===== src/sv/clce_ram.sv =====
// Simple dual port synchronous RAM: one write and one registered read a cycle.
// Generic storage for the node word and link arrays; no package needed.
`timescale 1ns / 1ps
`default_nettype none

module clce_ram #(
  parameter int DEPTH = 2,
  parameter int WIDTH = 8
) (
  input  logic                     clk,
  input  logic                     we,
  input  logic [$clog2(DEPTH)-1:0] waddr,
  input  logic [WIDTH-1:0]         wdata,
  input  logic                     re,
  input  logic [$clog2(DEPTH)-1:0] raddr,
  output logic [WIDTH-1:0]         rdata
);

  logic [WIDTH-1:0] mem [DEPTH];

  // Write the entry; register the read and hold it between reads
  always_ff @(posedge clk) begin
    if (we) begin
      mem[waddr] <= wdata;
    end
    if (re) begin
      rdata <= mem[raddr];
    end
  end

endmodule

`default_nettype wire


===== config.mk =====
export PLATFORM = sky130hd
export DESIGN_NAME = clce_ram
export DESIGN_NICKNAME = d
export VERILOG_FILES = /design/src/sv/clce_ram.sv
export SDC_FILE = /design/constraint.sdc
export NUM_CORES = 1
export LEC_CHECK = 0
export BUFFER_PORTS_ARGS = -buffer_cell sky130_fd_sc_hd__buf_2
export CAP_MARGIN = 30
export CORE_MARGIN = 2
export CORE_UTILIZATION = 45
export CTS_BUF_LIST = sky130_fd_sc_hd__clkbuf_16
export DETAILED_ROUTE_END_ITERATION = 12
export PLACE_DENSITY = 0.79
export SYNTH_ARGS = -nofsm -noshare
export SYNTH_HDL_FRONTEND = slang
export SYNTH_SLANG_ARGS = --single-unit

===== constraint.sdc =====
create_clock -name clk -period 1.2 [get_ports clk]
set_clock_uncertainty 0.15 [all_clocks]
set_input_delay 0.36 -clock clk [delete_from_list [all_inputs] [get_ports clk]]
set_output_delay 0.36 -clock clk [all_outputs]
set_load 0.01 [all_outputs]

Word-level counts from Yosys, hierarchy flattened
Memory sizes are Yosys's and may differ from the RTL's. A register that Yosys moved wholly into a read port is not among the register bits.
Index checks and enable logic that the tools add are counted.

cells by class
  muxes and demuxes = 2

operators by type and width
  kind    count
  $mux 1  2

storage, ports and cells
  register bits = 0
  bits in writable memories = 16
  input port bits = 13
  logic and storage cells = 3
  memories = 1

memory list
  name  depth  width  rd ports  clocked after Yosys merged registers in  write ports  RTL line  text
  mem   2      8      1         1                                        1            19        logic [WIDTH-1:0] mem [DEPTH];

Logic depth before layout (Yosys ltp)
  depth in word-level cells = 2
  gate-level depth with buffers = 2
  depth with buffers taken out = 1

Worst setup path after synthesis
Ideal clock, no wire load.

  path kind = input to register
  start = input port we
  end = memory mem[0][0] (enable)
  library setup time = 0.373 ns
  arrival = 0.780 ns
  required time = 0.677 ns
  setup slack = -0.103 ns
  stages on the path = 1
  buffers on the path = 0
  cell sequence = nor2b_1

on the way
  word-level cells in the longest chain between the ends = 2

RTL lines
  what                          RTL line  text
  start, declared               11        input logic we,
  $mux 1                        23        if (we) begin
  $mux 1 (not written as such)  24        mem[waddr] <= wdata;
  end, declared                 19

Every way passes these cells.

Final worst setup path
  start = register rdata[5], read port of mem
  end = output port rdata[5]

RTL lines
  what             RTL line  text
  start, declared  16        output logic [WIDTH-1:0] rdata

No word-level cell between the ends.

==> flow_summary.json <==
{
  "synth_seq_cells": 24,
  "multi_input_area_um2": 135,
  "crit_required_ns": 0.69,
  "mostFrequentLayoutCells": "edfxtp_1 (24), buf_2 (20), mux2_4 (8)",
  "placed_cells": 82,
  "grt_max_degree": 14,
  "critical_path_class": "register to output pin",
  "max_freq_mhz": 787,
  "drt_iter0_markers": 11,
  "violations": "setup timing",
  "period_minus_slack_ns": 1.27,
  "irDropWorstVdd_v": 0.00105,
  "cp_slowest_cell": "edfxtp_1",
  "cts_tree": "yes",
  "place_area_um2": 1010,
  "power_density_nw_per_um2": 1680,
  "end_kind": "output pin",
  "reg2reg_depth": 1,
  "ioPinCount": 21,
  "n_antenna_cell": 0,
  "slew_headroom_pct": 83.6,
  "avgSynthCellArea_um2": 24.7,
  "clock-root-buffer": "clkbuf_16",
  "worst_slack_ns": -0.0711,
  "grt_pass1_wl_mm": 1.57,
  "wl_met1_um": 431,
  "cp.depth": 1,
  "layout_commonest_cell": "edfxtp_1",
  "met3_length_um": 61,
  "rows": 15,
  "postCtsSetupBuffers": 0,
  "first_pass_iters": 3,
  "cts_htree_levels": 1,
  "crit_arrival_ns": 0.76,
  "p_leak_nw": 0.433,
  "start_util_pct": 49.0,
  "crit_chain": "buf_2",
  "vias_per_cell": 4.51,
  "gp_congestion": 0.662,
  "cts_sinks": 24,
  "antenna_found_initial": 0,
  "syn_inst": 35,
  "top_layer_used": "met4",
  "core-area_um2": 1760,
  "numCtsBuffers": 3,
  "route.detailed.drc": 0,
  "ant_nets": 0,
  "rsz0062_at_grt": "yes",
  "dieArea_um2": 2290,
  "place_ws_ns": -0.142,
  "setup_viol": 8,
  "drv_cap": 0,
  "hold_depth": 1,
  "timing.critical_path.buf_inv": 1,
  "portBuffers": 20,
  "wl_met2_um": 485,
  "yosysWarnings": 0,
  "track_usage_pct": 11.0,
  "cp_top_family": "flip-flops",
  "grt_pass1_vias": 368,
  "slew_violations": 0,
  "stdcell_area_um2": 1090,
  "vias": 388,
  "seq_area_um2": 721,
  "cpPeakStageDelay_ns": 0.36,
  "finalPower_mw": 1.82,
  "syn_area_um2": 865,
  "area_delta_synth_final_pct": 25.9,
  "nFillCells": 133,
  "grt.overflow.total": 0,
  "finalCritPeriodShare_pct": 106,
  "synth-seq-area-share_pct": 83.4,
  "whs_ns": 0.146,
  "drive_above_1_share_pct": 57.4,
  "holdBufCountCts": 0,
  "clock_path_buffers": 2,
  "hold_class": "input port to register",
  "finalHoldViolCount": 0,
  "cp-start-kind": "register",
  "die_x_um": 47.8,
  "crit_path_max_fanout": 1,
  "clkLatencyLatePin_ns": 0.25,
  "fp.dieH_um": 47.8,
  "post_cts_resized": 0,
  "ys_types": 5,
  "wire_per_inst_um": 11.9,
  "fin_cells": 86,
  "worst_pin_slew_ns": 0.245,
  "status": "finished with violations",
  "syn-num-nets": 48,
  "cts.clk_slew.worst_paths_ns": 0.06,
  "wirelength_mm": 1.02,
  "finalNetCount": 75
}
-- synth_stat cells --
master,n,area [µm²]
mux2_4,8,120
and2_1,1,6.26
edfxtp_1,24,721
buf_6,1,11.3
nor2b_1,1,6.26
-- cell type report --
type	instances	area share [%]
clock inverter	1	0.345
multi-input combinational	10	12.4
timing repair buffer	23	11.3
tap	25	2.87
clock buffer	3	6.90
sequential	24	66.2
-- logic make-up (layout without fill, tap and decap cells) --
| group | after synthesis | count (layout) | share of synthesized area (%) |
|---|---|---|---|
| and+or+nand+nor | 2 | 2 | 1.45 |
| DFF | 24 | 24 | 83.4 |
| buffers and inverters | 1 | 27 | 1.30 |
| muxes | 8 | 8 | 13.9 |
-- layer usage --
layer,global-route usage [%],vias up
met4,11.4,0
met3,3.40,5
met1,12.4,174
met5,0,-
li1,-,190
met2,15.7,19
-- where the power goes --
group          total [mW]  internal, mW  leakage, nW  switching (mW)
Clock               0.695         0.444       0.0385           0.251
Sequential           1.00         0.991        0.228          0.0139
Combinational       0.123        0.0705        0.166          0.0526
Total                1.82          1.51        0.433           0.318
-- state kept, by name, indices dropped and copies added (netlist names) --
| register | count |
|---|---|
| mem | 16 |
| rdata | 8 |
-- through the flow --
step / setup TNS (ns) / util [%]
after detailed placement: -1.09 / 57.2
after floorplan: 0 / -
after global routing: -0.751 / 61.7
after global placement: -0.931 / 57.2
after CTS: -0.482 / 61.7
final: -0.417 / 61.7
-- path summary, 6_finish.rpt --
check,from,slack (ns),to
worst max-delay path,rdata[5]$_DFFE_PP_,-0.07,rdata[5]
worst min-delay path,wdata[5],0.15,mem[1][5]$_DFFE_PP_
worst max register to register,mem[0][6]$_DFFE_PP_,0.16,rdata[6]$_DFFE_PP_
worst min register to register,mem[0][0]$_DFFE_PP_,0.40,rdata[0]$_DFFE_PP_
(Power assumes the default switching activity.)
