--- config.mk ---
export PLATFORM = sky130hd
export DESIGN_NAME = clce_free_stack
export DESIGN_NICKNAME = d
export VERILOG_FILES = /design/src/sv/clce_pkg.sv /design/src/sv/clce_free_stack.sv
export SDC_FILE = /design/constraint.sdc
export NUM_CORES = 2
export LEC_CHECK = 0
export ABC_AREA = 0
export BUFFER_PORTS_ARGS = -buffer_cell sky130_fd_sc_hd__buf_4
export CORE_AREA = 4 4 327 393
export CTS_CLUSTER_SIZE = 28
export DETAILED_ROUTE_END_ITERATION = 10
export DIE_AREA = 0 0 331 397
export HOLD_SLACK_MARGIN = 0.06
export PLACE_DENSITY = 0.81
export SETUP_SLACK_MARGIN = 0.5
export SKIP_CTS_REPAIR_TIMING = 1
export SLEW_MARGIN = 20
export SYNTH_ARGS = -nofsm -noshare
export SYNTH_HDL_FRONTEND = slang
export SYNTH_SLANG_ARGS = --single-unit
--- constraint.sdc ---
create_clock -name clk -period 12.9 [get_ports clk]
set_input_delay 3.225 -clock clk [delete_from_list [all_inputs] [get_ports clk]]
set_output_delay 3.225 -clock clk [all_outputs]
set_load 0.005 [all_outputs]
--- src/sv/clce_pkg.sv ---
// Shared types and constants of the circular list cursor editor.
// Used by the top, the free stack and the checker; depends on nothing.
`timescale 1ns / 1ps
`default_nettype none

package clce_pkg;

  // Default pool depth and stored word width
  localparam int CLCE_NODES     = 256;
  localparam int CLCE_WORD_BITS = 64;

  // Fixed widths of the command and result words
  localparam int WORD_W   = 64;
  localparam int ACTION_W = 3;
  localparam int COUNT_W  = 9;
  localparam int STATUS_W = 2;

  typedef enum logic [ACTION_W-1:0] {
    ACT_EDIT   = 3'd0,
    ACT_INSERT = 3'd1,
    ACT_REMOVE = 3'd2,
    ACT_BACK   = 3'd3,
    ACT_FWD    = 3'd4,
    ACT_READ   = 3'd5
  } action_t;

  typedef enum logic [STATUS_W-1:0] {
    ST_OK    = 2'd0,
    ST_EMPTY = 2'd1,
    ST_FULL  = 2'd2
  } status_t;

  typedef enum logic [1:0] {
    S_IDLE,
    S_EXEC,
    S_LINK,
    S_FETCH
  } state_t;

  typedef struct packed {
    logic [ACTION_W-1:0] action;
    logic [WORD_W-1:0]   word;
  } cmd_t;

  typedef struct packed {
    logic [WORD_W-1:0]   current_word;
    logic                is_empty;
    logic [COUNT_W-1:0]  node_count;
    logic                at_head;
    logic [STATUS_W-1:0] status;
  } rsp_t;

  // Free stack controls: read the top entry, commit a pop, push an index
  typedef struct packed {
    logic rd;
    logic pop;
    logic push;
  } fs_ctrl_t;

endpackage

`default_nettype wire

--- src/sv/clce_free_stack.sv ---
// Stack of free node indices with a registered read of its top entry.
// Depends on clce_pkg for the control struct.
`timescale 1ns / 1ps
`default_nettype none

module clce_free_stack
  import clce_pkg::*;
#(
  parameter int NODES = CLCE_NODES
) (
  input  logic                       clk,
  input  logic                       rst,
  input  fs_ctrl_t                   ctrl,
  input  logic [$clog2(NODES)-1:0]   push_index,
  output logic [$clog2(NODES)-1:0]   pop_index,
  output logic [$clog2(NODES+1)-1:0] free_top
);

  localparam int IDX_W = $clog2(NODES);
  localparam int CNT_W = $clog2(NODES + 1);

  logic [IDX_W-1:0] mem [NODES];
  logic [CNT_W-1:0] top;
  logic [CNT_W-1:0] low_mark;
  logic [CNT_W-1:0] rd_ptr;
  logic [IDX_W-1:0] mem_q;
  logic [IDX_W-1:0] ptr_q;
  logic             hit_q;

  assign rd_ptr   = top - CNT_W'(1);
  assign free_top = top;

  // Slots below the low mark were never popped and still hold their own index
  assign pop_index = hit_q ? ptr_q : mem_q;

  // Push into the slot at the top; read the top slot on request
  always_ff @(posedge clk) begin
    if (ctrl.push) begin
      mem[top[IDX_W-1:0]] <= push_index;
    end
    if (ctrl.rd) begin
      mem_q <= mem[rd_ptr[IDX_W-1:0]];
      ptr_q <= rd_ptr[IDX_W-1:0];
      hit_q <= (rd_ptr < low_mark);
    end
  end

  // Move the top pointer and track the lowest slot ever popped
  always_ff @(posedge clk) begin
    if (rst) begin
      top      <= CNT_W'(NODES);
      low_mark <= CNT_W'(NODES);
    end else if (ctrl.pop) begin
      top <= rd_ptr;
      if (rd_ptr < low_mark) begin
        low_mark <= rd_ptr;
      end
    end else if (ctrl.push) begin
      top <= top + CNT_W'(1);
    end
  end

endmodule

`default_nettype wire

Yosys cells after proc, flatten, opt, wreduce, memory -nomap -nowiden
Memory sizes are Yosys's and may differ from the RTL's. A register that Yosys moved wholly into a read port is not among the register bits.
Cells that the tools add are included.
{"block": "classes", "add_sub_neg": 2, "n_lt_le_gt_ge": 1, "mux": 5, "n_reduce_logical": 2}
{"cell": "9-bit 2-to-1 mux", "n": 2}
{"cell": "9-bit by 1-bit adder with 9-bit output (second input constant)", "n": 1}
{"cell": "9-bit less-than comparator", "n": 1}
{"cell": "9-bit by 1-bit subtractor with 9-bit output (second input constant)", "n": 1}
{"cell": "8-bit 2-to-1 mux", "n": 1}
{"cell": "1-bit 2-to-1 mux", "n": 2}
{"cell": "2-bit AND reduction", "n": 1}
{"cell": "2-bit nonzero test", "n": 1}
{"block": "totals", "regBits": 27, "mem_bits_rw": 2048, "input_bits": 13, "output_inout_bits": 17, "wordCells": 15, "memories": 1}
{"memory": "mem", "words": 256, "width": 8, "read_ports": 1, "rd_clocked_by_memory_dff": 1, "wr": 1, "line": "clce_free_stack.sv:22", "text": "logic [IDX_W-1:0] mem [NODES];"}

Depth between registers and ports, before layout
{"block": "logic_depth", "depth_word": 3, "depth_mapped": 19}

Least setup slack after synthesis
Ideal clock, no wire load.
{"block": "synth_timing", "path_kind": "input-to-reg", "startpoint": "input port ctrl[0] (netlist name)", "endpoint": "memory mem[105][0] (netlist name) (enable)", "arrival_ps": 4530, "required_time_ps": 12530, "path_slack_ps": 8000, "stages": 5, "path_buffers": 3, "path_cell_list": "clkbuf_1 clkbuf_1 nand3_1 clkbuf_1 nor2_1"}
{"block": "synth_between", "elab_chain_len": 2}
{"element": "start, declared", "line": "clce_free_stack.sv:13", "text": "input fs_ctrl_t ctrl,"}
{"element": "1-bit 2-to-1 mux", "line": "clce_free_stack.sv:38", "text": "if (ctrl.push) begin"}
{"element": "1-bit 2-to-1 mux (not written as such)", "line": "clce_free_stack.sv:39", "text": "mem[top[IDX_W-1:0]] <= push_index;"}
{"element": "end, declared", "line": "clce_free_stack.sv:22"}
No other way between the ends.

Worst setup path in the final report
{"block": "layout_timing", "startpoint": "register top[0], in the netlist free_top[0]", "endpoint": "register mem_q[4], read port of mem, data pin"}
{"block": "layout_between", "elab_chain_len": 1}
{"element": "start, declared", "line": "clce_free_stack.sv:23", "text": "logic [CNT_W-1:0] top;"}
{"element": "start signal, assigned", "line": "clce_free_stack.sv:51", "text": "top <= CNT_W'(NODES);"}
{"element": "start signal, assigned", "line": "clce_free_stack.sv:54", "text": "top <= rd_ptr;"}
{"element": "start signal, assigned", "line": "clce_free_stack.sv:59", "text": "top <= top + CNT_W'(1);"}
{"element": "9-bit by 1-bit subtractor with 9-bit output", "line": "clce_free_stack.sv:30", "text": "assign rd_ptr = top - CNT_W'(1);"}
{"element": "via rd_ptr[0]", "line": "clce_free_stack.sv:25", "text": "logic [CNT_W-1:0] rd_ptr;"}
{"element": "end, declared", "line": "clce_free_stack.sv:26", "text": "logic [IDX_W-1:0] mem_q;"}
The timed path passes the listed nets, and every way through them passes these cells.
A chain may end at the register's enable or synchronous reset.

==> metrics.md <==
| Metric | Value |
|---|---|
| Status | `complete, no violations` |
| Cells after Synth | `3,491` |
| Int Pwr | `around 11 mW` |
| Area grow syn2layout | `9.51%` |
| CP max stage cell | `ha_4` |
| Worst Path Buf+Inv | `3` |
| WL/cell | `40.6 um` |
| Sink Count | `2,083` |
| Worst Hold Class | `reg2reg` |
| First-pass GRT wire length | `approximately 310 mm` |
| Number of enable flip-flop cells after synthesis | `between 2k and 2.5k` |
| Total GRT Usage | `34.2%` |
| Initial antenna violation count | `8` |
| CTS tree | `yes` |
| Average size of a mapped cell | `between 20 and 25 um^2` |
| Setup violations, final | `0` |
| Initial DRC Count | `7,231` |
| CP arrival | `between 7 and 8 ns` |
| Finished Cell Area | `about 90,000 um^2` |
| RD Place Congestion | `approximately 0.84` |
| Fin crit period | `6.51 ns` |
| Setup_tns | `0 ns` |
| Max incr delay on CP | `1.00 ns` |
| Clock latency on the worst-skew pair | `0.82 ns` |
| Chip width | `331 um` |
| Worst slew margin | `15.6%` |
| Starting density of the core | `64.7%` |
| Ys async rst share | `0%` |
| P_leak | `26.6 nW` |
| WS Path Type | `reg2reg` |
| Reg clk slew, reported paths | `0.07 ns` |
| FMAX | `154 MHz` |
| Switching power share of the total | `26.9%` |
| Hpwl dp | `between 100 and 150 mm` |
| Seq cells post-synth | `about 2.1k` |
| Synth area leader | `edfxtp_1` |
| Cell family with most CP delay | `buffers and inverters` |
| Worst path most repeated cell | `mux4_2` |
| Final Skew | `0.0356 ns` |
| Total Wirelength | `~220 mm` |
| Number of port buffers | `29` |
| Detailed Routing Iterations Pass 1 | `8` |
| Die area | `approximately 130,000 um^2` |
| Vias in the first global route | `41.4k` |
| Ratio of cells with drive above 1 in the final layout | `a little over a quarter` |
| Final Util | `70.9%` |
| Sequential Power Share | `48.5%` |
| VDD IR max | `about 0.00021 V` |
| Min Hold Slack | `0.600 ns` |
| Cell variety after synth | `41` |
| Number of CTS-inserted buffers | `185` |
| Grt ovf | `0` |
| Sw Pwr | `about 4.2 mW` |
| Top_reg_cell synth | `edfxtp_1` |
| Final WS setup | `6.39 ns` |
| Via count | `40.4k` |
| Die Span Y | `397 um` |
| Max clock buf depth | `3` |
| Register area share after synthesis | `77.3%` |
| Synth Net Count | `3,516` |
| Detail Route Antenna Nets | `0` |
| Via density | `7.53` |
| Worst Tran Pin Value | `~1.3 ns` |
| Core area | `125,000 um^2` |
| Final period utilization | `about 50%` |
| Post-DP Area | `82,500 um^2` |
| Final Hold Vio Count | `0` |
| Syn Std Cell Area | `80,600 um^2` |
| Share of power burned in combinational logic | `16.9%` |
| Max Cap Violations | `0` |
| CP Cell Sequence | `inv_1 -> ha_4 -> buf_4 -> buf_12 -> mux4_2 -> mux4_2 -> a22oi_1 -> a21oi_1 -> nor3_1 -> nor2_1` |
| PD cells | `177 nW/um^2` |
| Slew Limit Fails | `0` |
| Dpl ws | `~6.8 ns` |
| Ys Warns | `0` |
| Synth top area share | `76.9%` |
| # IOs | `30` |
| Clock power share | `34.6%` |
| Max FO, Critical Path | `~170` |
| Row count | `142` |
| DR DRC count | `0` |
| CTS H-tree lvls | `4` |
| Largest net degree at the start of global routing | `170` |
| CP required | `13.46 ns` |
| Synth top area cells | `edfxtp_1 (77%), mux4_2 (18%), nor2_1 (1.3%)` |
| CP endpoint kind | `flip-flop` |
| RSZ-0062 raised after global routing | `no` |
| CTS root buf | `clkbuf_16` |
| Layout Nets | `3,574` |
| CP Launch Type | `flip-flop` |
worst reg2reg max path: cells and delay by family, from the launching register on:
family,cells,cell delay (ns)
buffers and inverters,3,1.94
multiplexers,2,1.17
adder cells (fa/ha/maj),1,1.00
AO/OA/AOI/OAI,2,0.95
flip-flops,1,0.79
AND/OR/NAND/NOR,2,0.39
layout by cell type (no fill, tap or decap), types with 7 or more instances in the layout:
master     count
a21oi_1       42
buf_4         63
clkinv_2      29
nand3_1       18
clkbuf_1      45
clkbuf_8       8
inv_1         15
edfxtp_1    2065
dfxtp_1       17
nand2_1       27
bufinv_16      8
diode_2        7
nand3_2        9
clkinv_1      51
xor2_1         9
clkbuf_16    192
nor3_1        18
a211oi_1       8
mux2_2         8
mux4_2       640
ha_1          11
and3_1        16
nor2_1       267
a22oi_1       65
cells in the mapped netlist, types with 2 or more instances:
cell type  number
nor2_1        270
buf_6           9
nand3_1        27
and2_1          3
and3_1         16
buf_2          62
clkbuf_1      121
nor2b_1         6
o21ai_0         3
ha_1           12
xor2_1          9
nor3_1         20
buf_1           2
inv_1          16
a22oi_1        65
dfxtp_1        18
mux2_2          8
a21oi_2         2
a21oi_1        42
xnor2_1         5
mux4_2        640
buf_4          16
nand2_1        28
edfxtp_1     2065
o21a_1          3
a211oi_1        8
cell type report:
type / instances / area, um^2
diodes: 7 / 17.5
clock buffers: 237 / 4970
clock inverters: 99 / 714
fillers: 6184 / 36200
inverters: 18 / 75.1
multi-input cells: 1180 / 17300
flip-flops and latches: 2083 / 62400
well taps: 1656 / 2070
repair buffers: 81 / 771
path summary, 6_finish.rpt:
path,depth (start not counted),slack (ns),start,endpoint
setup / recovery,10,6.39,free_top[0],mem_q[4]
hold / removal,2,0.60,low_mark[7],low_mark[7]
setup reg to reg,10,6.39,free_top[0],mem_q[4]
hold reg to reg,2,0.60,low_mark[7],low_mark[7]
cell families after synthesis:
family	Yosys count	share of synthesized area, %
flops	2083	77.3
fa+ha+maj	12	0.186
xor+xnor	14	0.152
simple gates	374	1.91
buf+inv	228	1.32
compound gates	131	1.09
mux	649	18.0
flip-flops by register name, indices dropped and copies added (netlist names):
register / count
mem_q: 8
mem: 2048
ptr_q: 8
free_top: 9
hit_q: 1
low_mark: 9
power by group through the flow:
stage	Sequential [mW]	Combinational, mW	Clock, mW
2_1_floorplan	7.67	1.57	0
3_3_place_gp	7.70	2.38	0
3_5_place_dp	7.70	2.42	0
4_1_cts	7.57	2.55	5.39
5_1_grt	7.57	2.67	5.72
6_report	7.58	2.63	5.40
metrics by stage:
| stage | power (mW) | instances |
|---|---|---|
| 6_report | 15.6 | 5361 |
| 5_1_grt | 16.0 | 5354 |
| 4_1_cts | 15.5 | 5351 |
| 3_5_place_dp | 10.1 | 5015 |
| 3_3_place_gp | 10.1 | 5014 |
| 2_1_floorplan | 9.24 | 3491 |
per-layer routing:
layer  track usage [%]  up-vias  share of wire, %
met5             0.262        -             0.032
met4              16.6        4               6.1
met3              8.14      743                12
met2              55.0     3814                50
met1              44.8    20900                32
li1                  -    14906                 -
(Power assumes the default switching activity.)
